<file path="src/design/mlmd_pkg.sv">
// Shared types and constants for the marker/length message deframer.
// No dependencies; imported by every module of the block.
`default_nettype none
package mlmd_pkg;

  localparam int MARKER_BYTES_DEF     = 16;
  localparam int OPEN_FIXED_BYTES_DEF = 10;
  localparam int QUEUE_DEPTH_DEF      = 4;

  localparam int LEN_W  = 16;
  localparam int EXT_W  = 8;
  localparam int CODE_W = 3;

  localparam logic [7:0] MARKER_BYTE = 8'hFF;
  localparam logic [7:0] OPEN_TYPE   = 8'h01;

  typedef logic [CODE_W-1:0] err_code_t;

  localparam err_code_t ERR_BAD_MARKER   = 3'd0;
  localparam err_code_t ERR_LEN_TINY     = 3'd1;
  localparam err_code_t ERR_OPEN_SHORT   = 3'd2;
  localparam err_code_t ERR_NOT_OPEN     = 3'd3;
  localparam err_code_t ERR_EXT_OVERRUN  = 3'd4;
  localparam err_code_t ERR_EMPTY_PAYLD  = 3'd5;
  localparam err_code_t ERR_NONE         = 3'd0;

  // one result word
  typedef struct packed {
    logic [7:0] payload_byte;
    logic       last_of_message;
    logic       is_error;
    err_code_t  error_code;
  } res_t;

  // front-to-queue write
  typedef struct packed {
    logic push;
    res_t res;
  } res_push_t;

endpackage
`default_nettype wire

</file>
<file path="src/design/mlmd_front.sv">
// Front part: header parser that classifies each accepted byte.
// Depends on mlmd_pkg; writes result words into mlmd_queue.
`default_nettype none
module mlmd_front import mlmd_pkg::*; #(
  parameter int MARKER_BYTES     = MARKER_BYTES_DEF,
  parameter int OPEN_FIXED_BYTES = OPEN_FIXED_BYTES_DEF
) (
  input  wire logic       clk,
  input  wire logic       rst_n,
  input  wire logic       accept,
  input  wire logic [7:0] data_byte,
  input  wire logic       connection_start,
  input  wire logic       length_big_endian,
  output res_push_t       wr
);

  typedef enum logic [5:0] {
    PH_MARKER  = 6'b000001,
    PH_LEN     = 6'b000010,
    PH_TYPE    = 6'b000100,
    PH_OPEN    = 6'b001000,
    PH_EXT     = 6'b010000,
    PH_PAYLOAD = 6'b100000
  } phase_t;

  phase_t             phase_r, phase_nxt, phase_cur;
  logic [LEN_W-1:0]   cnt_r, cnt_nxt, cnt_cur, cnt_inc;
  logic [LEN_W-1:0]   len_r, len_nxt, len_cur, len_full;
  logic               open_r, open_nxt, open_cur;
  logic [EXT_W-1:0]   ext_r, ext_nxt, ext_cur;
  logic               rej_r, rej_nxt, rej_cur;
  logic [LEN_W:0]     rest;
  logic [LEN_W:0]     b_wide;

  always_comb begin
    // a new connection clears everything before this byte is handled
    phase_cur = connection_start ? PH_MARKER : phase_r;
    cnt_cur   = connection_start ? '0 : cnt_r;
    len_cur   = connection_start ? '0 : len_r;
    open_cur  = connection_start ? 1'b0 : open_r;
    ext_cur   = connection_start ? '0 : ext_r;
    rej_cur   = connection_start ? 1'b0 : rej_r;

    cnt_inc  = cnt_cur + LEN_W'(1);
    len_full = length_big_endian ? (len_cur | {8'h00, data_byte})
                                 : (len_cur | {data_byte, 8'h00});
    rest     = {1'b0, len_cur} - (LEN_W+1)'(OPEN_FIXED_BYTES + 1);
    b_wide   = {{(LEN_W-7){1'b0}}, data_byte};

    phase_nxt = phase_cur;
    cnt_nxt   = cnt_cur;
    len_nxt   = len_cur;
    open_nxt  = open_cur;
    ext_nxt   = ext_cur;
    rej_nxt   = rej_cur;

    wr.push                = 1'b0;
    wr.res.payload_byte    = 8'h00;
    wr.res.last_of_message = 1'b0;
    wr.res.is_error        = 1'b1;
    wr.res.error_code      = ERR_NONE;

    if (!rej_cur) begin
      unique case (phase_cur)
        PH_MARKER: begin
          if (data_byte != MARKER_BYTE) begin
            wr.push = 1'b1;
            wr.res.error_code = ERR_BAD_MARKER;
          end else if (cnt_inc >= LEN_W'(MARKER_BYTES)) begin
            phase_nxt = PH_LEN;
            cnt_nxt   = '0;
          end else begin
            cnt_nxt = cnt_inc;
          end
        end
        PH_LEN: begin
          if (cnt_cur == '0) begin
            len_nxt = length_big_endian ? {data_byte, 8'h00} : {8'h00, data_byte};
            cnt_nxt = LEN_W'(1);
          end else begin
            len_nxt = len_full;
            cnt_nxt = '0;
            if (len_full <= LEN_W'(1)) begin
              wr.push = 1'b1;
              wr.res.error_code = ERR_LEN_TINY;
            end else if (!open_cur && len_full < LEN_W'(OPEN_FIXED_BYTES + 1)) begin
              wr.push = 1'b1;
              wr.res.error_code = ERR_OPEN_SHORT;
            end else begin
              phase_nxt = PH_TYPE;
            end
          end
        end
        PH_TYPE: begin
          cnt_nxt = LEN_W'(1);
          if (open_cur) begin
            phase_nxt = PH_PAYLOAD;
          end else if (data_byte != OPEN_TYPE) begin
            wr.push = 1'b1;
            wr.res.error_code = ERR_NOT_OPEN;
          end else begin
            open_nxt  = 1'b1;
            phase_nxt = PH_OPEN;
          end
        end
        PH_OPEN: begin
          if (cnt_cur < LEN_W'(OPEN_FIXED_BYTES)) begin
            cnt_nxt = cnt_inc;
          end else if (b_wide > rest) begin
            wr.push = 1'b1;
            wr.res.error_code = ERR_EXT_OVERRUN;
          end else if (b_wide == rest) begin
            wr.push = 1'b1;
            wr.res.error_code = ERR_EMPTY_PAYLD;
          end else begin
            // extension count byte
            cnt_nxt   = cnt_inc;
            ext_nxt   = data_byte;
            phase_nxt = (data_byte != 8'h00) ? PH_EXT : PH_PAYLOAD;
          end
        end
        PH_EXT: begin
          cnt_nxt = cnt_inc;
          ext_nxt = ext_cur - EXT_W'(1);
          if (ext_nxt == '0) phase_nxt = PH_PAYLOAD;
        end
        PH_PAYLOAD: begin
          wr.push                = 1'b1;
          wr.res.payload_byte    = data_byte;
          wr.res.is_error        = 1'b0;
          if (cnt_inc >= len_cur) begin
            wr.res.last_of_message = 1'b1;
            phase_nxt = PH_MARKER;
            cnt_nxt   = '0;
          end else begin
            cnt_nxt = cnt_inc;
          end
        end
        default: begin
          phase_nxt = PH_MARKER;
          cnt_nxt   = '0;
        end
      endcase
      if (wr.push && wr.res.is_error) rej_nxt = 1'b1;
    end
    wr.push = wr.push & accept;
  end

  always_ff @(posedge clk) begin
    if (!rst_n) begin
      phase_r <= PH_MARKER;
      cnt_r   <= '0;
      len_r   <= '0;
      open_r  <= 1'b0;
      ext_r   <= '0;
      rej_r   <= 1'b0;
    end else if (accept) begin
      phase_r <= phase_nxt;
      cnt_r   <= cnt_nxt;
      len_r   <= len_nxt;
      open_r  <= open_nxt;
      ext_r   <= ext_nxt;
      rej_r   <= rej_nxt;
    end
  end

endmodule
`default_nettype wire

</file>
<file path="src/design/mlmd_queue.sv">
// Back part: short result queue that presents the oldest word to the output.
// Depends on mlmd_pkg.
`default_nettype none
module mlmd_queue import mlmd_pkg::*; #(
  parameter int DEPTH = QUEUE_DEPTH_DEF
) (
  input  wire logic      clk,
  input  wire logic      rst_n,
  input  wire res_push_t wr,
  input  wire logic      pop,
  output logic           full,
  output logic           empty,
  output res_t           head
);

  localparam int PTR_W = (DEPTH > 1) ? $clog2(DEPTH) : 1;
  localparam int CNT_W = $clog2(DEPTH + 1);

  res_t             mem [DEPTH];
  logic [PTR_W-1:0] wp_r, wp_nxt, rp_r, rp_nxt;
  logic [CNT_W-1:0] cnt_r, cnt_nxt;
  logic             do_pop;

  assign full   = (cnt_r == CNT_W'(DEPTH));
  assign empty  = (cnt_r == '0);
  assign head   = mem[rp_r];
  assign do_pop = pop && !empty;

  always_comb begin
    wp_nxt  = wp_r;
    rp_nxt  = rp_r;
    cnt_nxt = cnt_r;
    if (wr.push) wp_nxt = (wp_r == PTR_W'(DEPTH - 1)) ? '0 : wp_r + PTR_W'(1);
    if (do_pop)  rp_nxt = (rp_r == PTR_W'(DEPTH - 1)) ? '0 : rp_r + PTR_W'(1);
    if (wr.push && !do_pop) cnt_nxt = cnt_r + CNT_W'(1);
    else if (!wr.push && do_pop) cnt_nxt = cnt_r - CNT_W'(1);
  end

  always_ff @(posedge clk) begin
    if (wr.push) mem[wp_r] <= wr.res;
  end

  always_ff @(posedge clk) begin
    if (!rst_n) begin
      wp_r  <= '0;
      rp_r  <= '0;
      cnt_r <= '0;
    end else begin
      wp_r  <= wp_nxt;
      rp_r  <= rp_nxt;
      cnt_r <= cnt_nxt;
    end
  end

endmodule
`default_nettype wire

</file>
<file path="src/design/marker_length_message_deframer_top.sv">
// Top level of the marker/length message deframer.
// Depends on mlmd_pkg, mlmd_front and mlmd_queue.
//
// channel  | direction | handshake            | words
// ---------+-----------+----------------------+---------------------------------------
// in_      | in        | in_push / in_full    | data_byte, connection_start
// out_     | out       | out_pop / out_empty  | payload_byte, last, is_error, code
// cfg_     | in        | cfg_valid / cfg_ready| length_big_endian
//
// One input word per cycle, back to back while in_full is low; the parser settles
// each byte in the cycle it is accepted and writes its result (if any) to the queue.
// in_full rises only when the result queue (QUEUE_DEPTH words) is full; the
// parser advances only on accepted words, so output stalls never lose state.
// Reset (rst_n low, synchronous) empties the queue, clears the parser and sets
// length_big_endian to 0. cfg_ready is always high.
`default_nettype none
module marker_length_message_deframer_top import mlmd_pkg::*; #(
  parameter int MARKER_BYTES     = MARKER_BYTES_DEF,
  parameter int OPEN_FIXED_BYTES = OPEN_FIXED_BYTES_DEF,
  parameter int QUEUE_DEPTH      = QUEUE_DEPTH_DEF
) (
  input  wire logic        clk,
  input  wire logic        rst_n,
  // byte stream
  input  wire logic        in_push,
  output logic             in_full,
  input  wire logic [7:0]  in_data_byte,
  input  wire logic        in_connection_start,
  // results
  output logic             out_empty,
  input  wire logic        out_pop,
  output logic [7:0]       out_payload_byte,
  output logic             out_last_of_message,
  output logic             out_is_error,
  output logic [CODE_W-1:0] out_error_code,
  // configuration
  input  wire logic        cfg_valid,
  output logic             cfg_ready,
  input  wire logic        cfg_length_big_endian
);

  logic      be_r;
  logic      accept;
  res_push_t wr;
  res_t      head;

  assign cfg_ready = 1'b1;
  assign accept    = in_push && !in_full;

  // byte order of the length field
  always_ff @(posedge clk) begin
    if (!rst_n) begin
      be_r <= 1'b0;
    end else if (cfg_valid && cfg_ready) begin
      be_r <= cfg_length_big_endian;
    end
  end

  mlmd_front #(
    .MARKER_BYTES     (MARKER_BYTES),
    .OPEN_FIXED_BYTES (OPEN_FIXED_BYTES)
  ) u_front (
    .clk               (clk),
    .rst_n             (rst_n),
    .accept            (accept),
    .data_byte         (in_data_byte),
    .connection_start  (in_connection_start),
    .length_big_endian (be_r),
    .wr                (wr)
  );

  mlmd_queue #(
    .DEPTH (QUEUE_DEPTH)
  ) u_queue (
    .clk   (clk),
    .rst_n (rst_n),
    .wr    (wr),
    .pop   (out_pop),
    .full  (in_full),
    .empty (out_empty),
    .head  (head)
  );

  assign out_payload_byte    = head.payload_byte;
  assign out_last_of_message = head.last_of_message;
  assign out_is_error        = head.is_error;
  assign out_error_code      = head.error_code;

endmodule
`default_nettype wire

</file>
<file path="config.mk">
export PLATFORM = sky130hd
export DESIGN_NAME = marker_length_message_deframer_top
export DESIGN_NICKNAME = d
export VERILOG_FILES = /design/src/design/mlmd_pkg.sv /design/src/design/mlmd_front.sv /design/src/design/mlmd_queue.sv /design/src/design/marker_length_message_deframer_top.sv
export SDC_FILE = /design/constraint.sdc
export NUM_CORES = 1
export LEC_CHECK = 0
export ABC_AREA = 0
export BUFFER_PORTS_ARGS = -buffer_cell sky130_fd_sc_hd__buf_2
export CORE_ASPECT_RATIO = 2
export CORE_MARGIN = 2
export CORE_UTILIZATION = 52
export DETAILED_ROUTE_END_ITERATION = 6
export PLACE_DENSITY_LB_ADDON = 0.3
export SYNTH_ARGS = -nofsm -noshare
export SYNTH_HDL_FRONTEND = slang
export SYNTH_SLANG_ARGS = --single-unit
</file>
<file path="constraint.sdc">
create_clock -name clk -period 10.72 [get_ports clk]
set_input_delay 1.072 -clock clk [delete_from_list [all_inputs] [get_ports clk]]
set_output_delay 1.072 -clock clk [all_outputs]
set_load 0.05 [all_outputs]
</file>
==> results_dict.tcl, run 1 <==
set metrics [dict create \
    coreArea_um2 13900 \
    setup_violations 0 \
    crit_chain "buf_2, buf_4, clkinv_1, buf_4, nand2_1, inv_1, ha_1, o21ai_1, nand3_1, xnor2_1, ha_1, a211o_1, o221ai_1, a21oi_1, or3_1, a31oi_1, a21oi_2, ha_1, inv_1, fa_1, xor2_1, or3_1, a21boi_0" \
    drive_gt1_frac 0.123 \
    worst_slew_pin_slew_ns 0.935 \
    antenna_found_initial 0 \
    yosysSeqAreaShare 0.369 \
    final.setup.tns_ns 0 \
    grt_setup_unrepaired "false" \
    cts-resized-gates 0 \
    synth_cell_types 87 \
    hold_path_depth 2 \
    grt.total_usage 0.295 \
    vias_per_cell 6.68 \
    drv_cap 0 \
    syn-instance-count 800 \
    status "completed" \
    cts_num_sinks 110 \
    grt_pass1_wl_um 34400 \
    setup_slack_ns 4.73 \
    synth_seq_cells 110 \
    fillers 1265 \
    syn2layout_area_growth_pct 6.57 \
    synth_edf_count 52 \
    drc 0 \
    hp-class "reg2reg" \
    hpwl_um 16100 \
    worst_ep_arrival_time_ns 6.28 \
    path_clk_slew_ns 0.08 \
    ys_warn_count 0 \
    start_util 0.531 \
    dr_total_vias 6583 \
    path_max_fanout 49 \
    grt_max_degree 55 \
    crit_top_cell "ha_1" \
    cpMaxStageDelayCell "or3_1" \
    period_share 0.559 \
    clock_latency_ns 0.36 \
    layout_common_cells "80 x nand2_1, 69 x nor2_1, 58 x dfxtp_1" \
    cts_buffer_depth 2 \
    yosys_most_used_dff "dfxtp_1" \
    hold_viol 0 \
    synth-async-reset-ratio 0 \
    cp-end-kind "register" \
    cts_htree_levels 3 \
    wl_um 21700 \
    slew_viol_final 0 \
    gp_congestion 1.06 \
    die_area_um2 15200 \
    hold_buffers 0 \
    diodes 0 \
    layout_commonest_cell "nand2_1" \
    grt.overflow.total 0 \
    critPathMaxStageDelay_ns 0.49 \
    postRouteAntennaNets 0 \
    reg2reg_depth 18 \
    r2r_setup_slack_ns 6.11 \
    drt_iter0_drc 703 \
    dr.pass1.iters 5 \
    fin_skew_ns 0.0132 \
    synth_area_per_cell_um2 9.21 \
    hold_ws_ns 0.517 \
    path_class "in2reg" \
    cts_tree "built" \
    reg2reg_to "u_queue.cnt_r[2]" \
    dpl_worst_slack_ns 4.51 \
    fmax_mhz 167 \
    layout.nets 841 \
    wl_per_cell_um 22.0 \
    num_rows 61 \
    ioPinCount 31 \
    syn_area_um2 7370 \
    post-cts-setup-buffer-count 0 \
    hold_end "u_queue.wp_r[1]" \
    port_buffers 29 \
    startpoint_type "primary input" \
    die_h_um 172 \
    hold_path.startpoint "u_queue.wp_r[1]" \
    grt_pass1_vias 6592 \
    ir_drop_mv 0.0874 \
    powerDensity_nw_per_um2 152 \
    clock-root-buffer "clkbuf_16" \
    layout_min_cycle_time_ns 5.99 \
    synth_fp_nets 850 \
    slew_headroom 0.374 \
    cts_buffers 9 \
    fp.dieW_um 88.2 \
    leakagePower_nw 2.83 \
    critPathRequiredTime_ns 11.01 \
    reg2reg_from "u_front.len_r[1]" \
]
metal layers:
metal	global-route usage	vias to the layer above	wire [µm]
li1	-	2978	-
met1	0.308	3167	7620
met2	0.523	323	11200
met3	0.0463	115	1180
met4	0.206	0	1640
met5	0	-	0
critical path, delay by kind of cell:
kind | cells | cell delay [ns]
compound gates | 7 | 1.67
simple gates | 4 | 1.14
buf+inv | 6 | 1.09
fa+ha+maj | 4 | 0.99
xor+xnor | 2 | 0.24
report_power, final:
part / switching [mW] / internal, mW
Clock: 0.174 / 0.165
Combinational: 0.226 / 0.115
Sequential: 0.0411 / 0.474
worst max path at each step:
stage,start,to,depth (start not counted)
after floorplan,in_connection_start,u_queue.cnt_r[2],22
after global placement,in_connection_start,u_queue.cnt_r[2],23
after detailed placement,in_connection_start,u_queue.cnt_r[2],23
after CTS,in_connection_start,u_queue.cnt_r[2],23
after global routing,in_connection_start,u_queue.cnt_r[2],23
final,in_connection_start,u_queue.cnt_r[2],23
cells in the mapped netlist (4+ instances only):
cell type / n / share of area
a21o_1: 5 / 0.0051
clkbuf_1: 31 / 0.016
buf_1: 8 / 0.0041
nor2_1: 69 / 0.035
o41ai_2: 4 / 0.0088
nand3_1: 10 / 0.0068
xnor2_1: 19 / 0.023
a21oi_1: 37 / 0.025
nand4_1: 18 / 0.015
a211o_1: 4 / 0.0048
nor3_1: 25 / 0.017
a22o_1: 7 / 0.0083
o2111ai_1: 4 / 0.0048
nor2b_1: 23 / 0.020
and2_1: 20 / 0.017
nor3b_1: 8 / 0.0081
nand2b_1: 7 / 0.0059
and4_1: 6 / 0.0071
and3_1: 12 / 0.010
a32oi_1: 5 / 0.0059
o2bb2ai_1: 4 / 0.0048
inv_1: 20 / 0.010
or3_1: 5 / 0.0042
edfxtp_1: 52 / 0.21
a32o_1: 5 / 0.0068
or4b_1: 4 / 0.0054
xor2_1: 11 / 0.013
mux2i_1: 13 / 0.018
dfxtp_1: 58 / 0.16
nand2_1: 80 / 0.041
mux4_2: 13 / 0.040
nor4_2: 4 / 0.0068
o21ai_0: 49 / 0.033
a41oi_1: 4 / 0.0048
buf_2: 13 / 0.0088
a31oi_1: 12 / 0.010
nor4_1: 9 / 0.0076
a22oi_1: 12 / 0.012
ha_1: 34 / 0.058
flip-flops by register name (all words and copies together) (netlist names), named ones only:
register and flops:
u_front.rej_r 1, be_r 1, u_queue.mem 52, u_queue.rp_r 2, u_front.phase_r 6, u_queue.wp_r 2, u_front.len_r 16, u_front.open_r 1
u_front.ext_r 8, u_queue.cnt_r 3, u_front.cnt_r 16
final cells by class:
type | count | area, µm² | share of cell area
Multi-Input combinational cell | 611 | 4310 | 0.549
Sequential cell | 110 | 2720 | 0.347
Tap cell | 189 | 236 | 0.0301
Clock buffer | 10 | 229 | 0.0292
Timing Repair Buffer | 37 | 205 | 0.0261
Inverter | 22 | 82.6 | 0.0105
Clock inverter | 6 | 67.6 | 0.00860
stage by stage:
step           std cells  power (mW)  area [µm²]   util
2_1_floorplan        800       0.779        7370      -
3_3_place_gp         969       0.855        7560  0.544
3_5_place_dp         969       0.863        7560  0.544
4_1_cts              985        1.20        7850  0.565
5_1_grt              985        1.25        7850  0.565
6_report             985        1.20        7850  0.565
cells by family (layout without fill, tap and decap cells):
kind of cell | count (synthesis) | in the layout | synth area share
AO/OA/AOI/OAI | 191 | 191 | 0.184
adder cells (fa/ha/maj) | 35 | 35 | 0.0604
other | 1 | 1 | 0.000509
AND/OR/NAND/NOR | 325 | 325 | 0.242
multiplexers | 29 | 29 | 0.0620
buffers and inverters | 79 | 75 | 0.0457
flip-flops | 110 | 110 | 0.369
XOR/XNOR | 30 | 30 | 0.0357
(Power assumes the default switching activity.)
==> run 2: changes to the inputs <==
- clock period: 10.72 -> 5.5 ns (I/O delays scaled with it)
==> results_dict.tcl, run 2 (synthesis results as in run 1) <==
set metrics [dict create \
    hpwl_um 16000 \
    dr.pass1.iters 5 \
    worst_ep_arrival_time_ns 4.84 \
    hold_buffers 0 \
    cp-end-kind "register" \
    wl_um 21700 \
    dr_total_vias 6564 \
    grt_pass1_wl_um 33700 \
    internal_power_mw 1.51 \
    coreArea_um2 13900 \
    start_util 0.531 \
    switchingPower_mw 0.850 \
    ioPinCount 31 \
    clock-root-buffer "clkbuf_16" \
    instances_no_fill 990 \
    setup_violations 0 \
    grt_setup_unrepaired "false" \
    post-cts-setup-buffer-count 0 \
    cts_buffer_depth 2 \
    layout.nets 846 \
    cpMaxStageDelayCell "fa_1" \
    powerDensity_nw_per_um2 299 \
    slew_viol_final 0 \
    layout_commonest_cell "nand2_1" \
    path_class "in2reg" \
    dp_cells 974 \
    path_max_fanout 21 \
    layout_common_cells "80 x nand2_1, 69 x nor2_1, 58 x dfxtp_1" \
    syn2layout_area_growth_pct 7.23 \
    fp.dieW_um 88.2 \
    period_share 0.829 \
    vias_per_cell 6.63 \
    gp_congestion 0.951 \
    cts_buffers 9 \
    fin_skew_ns 0.0108 \
    cts_tree "built" \
    combPwrFrac 0.283 \
    worst_slew_pin_slew_ns 0.856 \
    critPathRequiredTime_ns 5.78 \
    final.setup.tns_ns 0 \
    die_h_um 172 \
    clock_latency_ns 0.36 \
    crit_chain "buf_2, buf_4, nor2b_1, ha_1, o21ai_1, buf_4, nand3_1, xnor2_1, ha_1, a211o_1, o221ai_1, a21oi_1, or3_1, a31oi_1, a21oi_2, ha_1, inv_1, fa_1, xor2_1, or3_1, a21boi_0" \
    drive_gt1_frac 0.129 \
    drt_iter0_drc 711 \
    hold_viol 0 \
    status "completed" \
    top_regs "u_queue.mem x52, u_front.cnt_r x16, u_front.len_r x16" \
    die_area_um2 15200 \
    postRouteAntennaNets 0 \
    drv_cap 0 \
    cts_htree_levels 3 \
    grt_pass1_vias 6467 \
    swShare 0.359 \
    wl_per_cell_um 22.0 \
    layout_min_cycle_time_ns 4.56 \
    antenna_found_initial 0 \
    largest_reg_flops 52 \
    largest-register "u_queue.mem" \
    leakagePower_nw 2.86 \
    num_rows 61 \
    fillers 1266 \
    critPathMaxStageDelay_ns 0.38 \
    diodes 0 \
    hp-class "in2reg" \
    hold_ws_ns 0.475 \
    slew_headroom 0.430 \
    clockPowerShare 0.293 \
    startpoint_type "primary input" \
    drc 0 \
    fmax_mhz 219 \
    grt_max_degree 55 \
    port_buffers 29 \
    crit_top_cell "ha_1" \
    grt.total_usage 0.291 \
    grt.overflow.total 0 \
    seqPwrFrac 0.425 \
    path_clk_slew_ns 0.08 \
    cts_num_sinks 110 \
    cts-resized-gates 0 \
    ir_drop_mv 0.162 \
]
==> run 2: cell count changes in the layout (fill, tap and decap cells not counted) <==
cell and change:
clkinv_8 -2, bufinv_16 +1, inv_8 +2, inv_6 -3, clkinv_4 +2, buf_4 +5
==> run 2: final timing paths <==
kind	from	endpoint	slack, ns	depth (start not counted)
hold reg to reg	u_queue.wp_r[1]	u_queue.wp_r[1]	0.51	2
hold / removal	cfg_length_big_endian	be_r	0.48	3
setup reg to reg	u_front.cnt_r[2]	u_front.cnt_r[2]	1.05	12
setup / recovery	in_connection_start	u_queue.cnt_r[2]	0.94	21
==> run 2: layout make-up <==
class / count / area, µm² / area share
clock buffers: 10 / 229 / 0.0290
clock inverters: 6 / 78.8 / 0.00997
inverters: 22 / 82.6 / 0.0104
multi-input cells: 611 / 4310 / 0.545
flip-flops and latches: 110 / 2720 / 0.345
well taps: 189 / 236 / 0.0299
repair buffers: 42 / 243 / 0.0307
==> run 2: metrics by stage <==
| stage | worst slack, ns | instance area, µm² | power [mW] | util |
|---|---|---|---|---|
| after global routing | 0.678 | 7900 | 2.46 | 0.569 |
| after global placement | 0.886 | 7590 | 1.66 | 0.547 |
| after CTS | 0.962 | 7900 | 2.36 | 0.569 |
| final | 0.939 | 7900 | 2.36 | 0.569 |
| after detailed placement | 0.607 | 7590 | 1.68 | 0.547 |
| after floorplan | 0.943 | 7370 | 1.52 | - |
==> run 2: power by group through the flow <==
stage	Sequential (mW)	Clock (mW)	Combinational, mW
4_1_cts	1.00	0.692	0.664
6_report	1.00	0.691	0.669
5_1_grt	1.02	0.726	0.718
3_3_place_gp	1.02	0	0.647
2_1_floorplan	0.975	0	0.545
3_5_place_dp	1.02	0	0.660
==> run 2: routing by layer <==
metal | GRT usage | share of wire | up-vias
li1 | - | - | 2980
met1 | 0.306 | 0.35 | 3120
met2 | 0.517 | 0.52 | 356
met3 | 0.0415 | 0.062 | 108
met4 | 0.198 | 0.072 | 0
met5 | 0 | 0 | -
==> run 2: critical path, delay by kind of cell <==
family          cells  cell delay [ns]
compound gates      7             1.30
fa+ha+maj           4             1.20
simple gates        4             0.82
buf+inv             4             0.64
xor+xnor            2             0.33
==> run 3: changes to the inputs <==
- clock period: 5.5 -> 4.2 ns (I/O delays scaled with it)
==> results_dict.tcl, run 3 (synthesis results as in run 1) <==
set metrics [dict create \
    fmax_mhz 257 \
    clock_latency_ns 0.36 \
    gr-usage-met1 0.287 \
    multi_input_area_um2 4320 \
    drive_gt1_frac 0.165 \
    cts_htree_levels 3 \
    hold_ws_ns 0.335 \
    drv_cap 0 \
    largest-register "u_queue.mem" \
    grt.total_usage 0.296 \
    coreArea_um2 13900 \
    post-cts-setup-buffer-count 0 \
    worst_ep_arrival_time_ns 4.18 \
    die_area_um2 15200 \
    grt.overflow.total 0 \
    path_clk_slew_ns 0.08 \
    syn2layout_area_growth_pct 10.3 \
    cpMaxStageDelayCell "or3_1" \
    clock-root-buffer "clkbuf_16" \
    worst_slew_pin_slew_ns 0.860 \
    global_route.peak_usage_layer "met2" \
    period_share 0.927 \
    startpoint_type "register" \
    antenna_found_initial 0 \
    ir_drop_mv 0.191 \
    slew_viol_final 0 \
    slew_headroom 0.421 \
    grtUsageMet2 0.540 \
    layout_min_cycle_time_ns 3.90 \
    wl_um 22000 \
    grt_max_degree 55 \
    hp-class "in2reg" \
    cts_buffer_depth 2 \
    globalRouteMet3Util 0.0487 \
    ff_latch_area_um2 2720 \
    fp.dieW_um 88.2 \
    grt_pass1_wl_um 34300 \
    drc 0 \
    layout_common_cells "80 x nand2_1, 68 x nor2_1, 57 x dfxtp_1" \
    ioPinCount 31 \
    post-route-util 0.585 \
    cts_num_sinks 110 \
    leakagePower_nw 3.00 \
    path_class "reg2reg" \
    grt_setup_unrepaired "false" \
    fin_skew_ns 0.0111 \
    status "completed" \
    drt_iter0_drc 826 \
    start_util 0.531 \
    wl_per_cell_um 21.6 \
    port_buffers 29 \
    layout_commonest_cell "nand2_1" \
    powerDensity_nw_per_um2 375 \
    cp_num_buf_inv 2 \
    instances_no_fill 1019 \
    path_max_fanout 4 \
    hold_viol 0 \
    cp-end-kind "register" \
    critPathRequiredTime_ns 4.48 \
    die_h_um 172 \
    crit_top_cell "ha_1" \
    hpwl_um 16700 \
    final.setup.tns_ns 0 \
    diodes 0 \
    r2r_setup_slack_ns 0.30 \
    crit_chain "nand2_1, inv_1, ha_1, o21ai_2, nand3_1, xnor2_1, ha_1, a211o_1, o221ai_1, a21oi_1, or3_1, a31oi_2, a21oi_2, ha_1, inv_1, fa_1, xor2_1, or3_1, a21boi_0" \
    dp_cells 1003 \
    cts_buffers 9 \
    largest_reg_flops 52 \
    dr.pass1.iters 6 \
    setup_violations 0 \
    dr_total_vias 6712 \
    gp_congestion 1.03 \
    grt_pass1_vias 6716 \
    num_rows 61 \
    vias_per_cell 6.59 \
    top_regs "u_queue.mem x52, u_front.cnt_r x16, u_front.len_r x16" \
    critPathMaxStageDelay_ns 0.41 \
    postRouteAntennaNets 0 \
    fillers 1277 \
    cpLargestDelayFamily "compound AO/OA/AOI/OAI gates" \
    layout.nets 875 \
    cts_tree "built" \
]
-- run 3: path summary, 6_finish.rpt --
path / from / to / depth (start not counted)
setup / recovery: u_front.len_r[0] / u_queue.cnt_r[2] / 19
hold / removal: cfg_length_big_endian / be_r / 3
setup reg to reg: u_front.len_r[0] / u_queue.cnt_r[2] / 19
hold reg to reg: u_queue.wp_r[1] / u_queue.wp_r[1] / 2
-- run 3: worst register-to-register path: cells and delay by family (launching register included) --
family	cells	cell delay, ns
AOI/OAI and AO/OA	7	1.25
xor gates and xnor gates	2	0.22
adders and majority gates	4	0.96
buffers and inverters	2	0.14
DFF	1	0.36
and+or+nand+nor	4	0.90
-- run 3: metrics by stage --
| stage | instance area (µm²) | setup slack [ns] | power (mW) |
|---|---|---|---|
| global placement | 7830 | 0.124 | 2.20 |
| CTS | 8120 | 0.214 | 3.06 |
| floorplan | 7380 | 0.00223 | 1.99 |
| detailed placement | 7830 | 0.0332 | 2.22 |
| finish | 8130 | 0.305 | 3.05 |
| global route | 8130 | 0.0199 | 3.18 |
-- run 3: layout make-up --
class / instances / area share
Sequential cell: 110 / 0.335
Clock buffer: 10 / 0.0282
Clock inverter: 6 / 0.00769
Tap cell: 189 / 0.0291
Multi-Input combinational cell: 611 / 0.532
Inverter: 22 / 0.0103
Timing Repair Buffer: 71 / 0.0582
-- run 3: where the power goes --
group | internal (mW) | total (mW) | switching (mW)
sequential | 1.21 | 1.31 | 0.101
clock | 0.420 | 0.849 | 0.428
combinational | 0.310 | 0.894 | 0.583
total | 1.94 | 3.05 | 1.11
-- run 3: timing repair --
item	CTS	global route
endpoints found under the setup margin	0	1
hold buffers	0	0
gates resized for setup	0	2
-- run 3: layer usage --
layer | wire (µm) | up-vias
met5 | 0 | -
met3 | 1270 | 126
met1 | 7430 | 3188
met4 | 1850 | 0
met2 | 11400 | 365
li1 | - | 3033
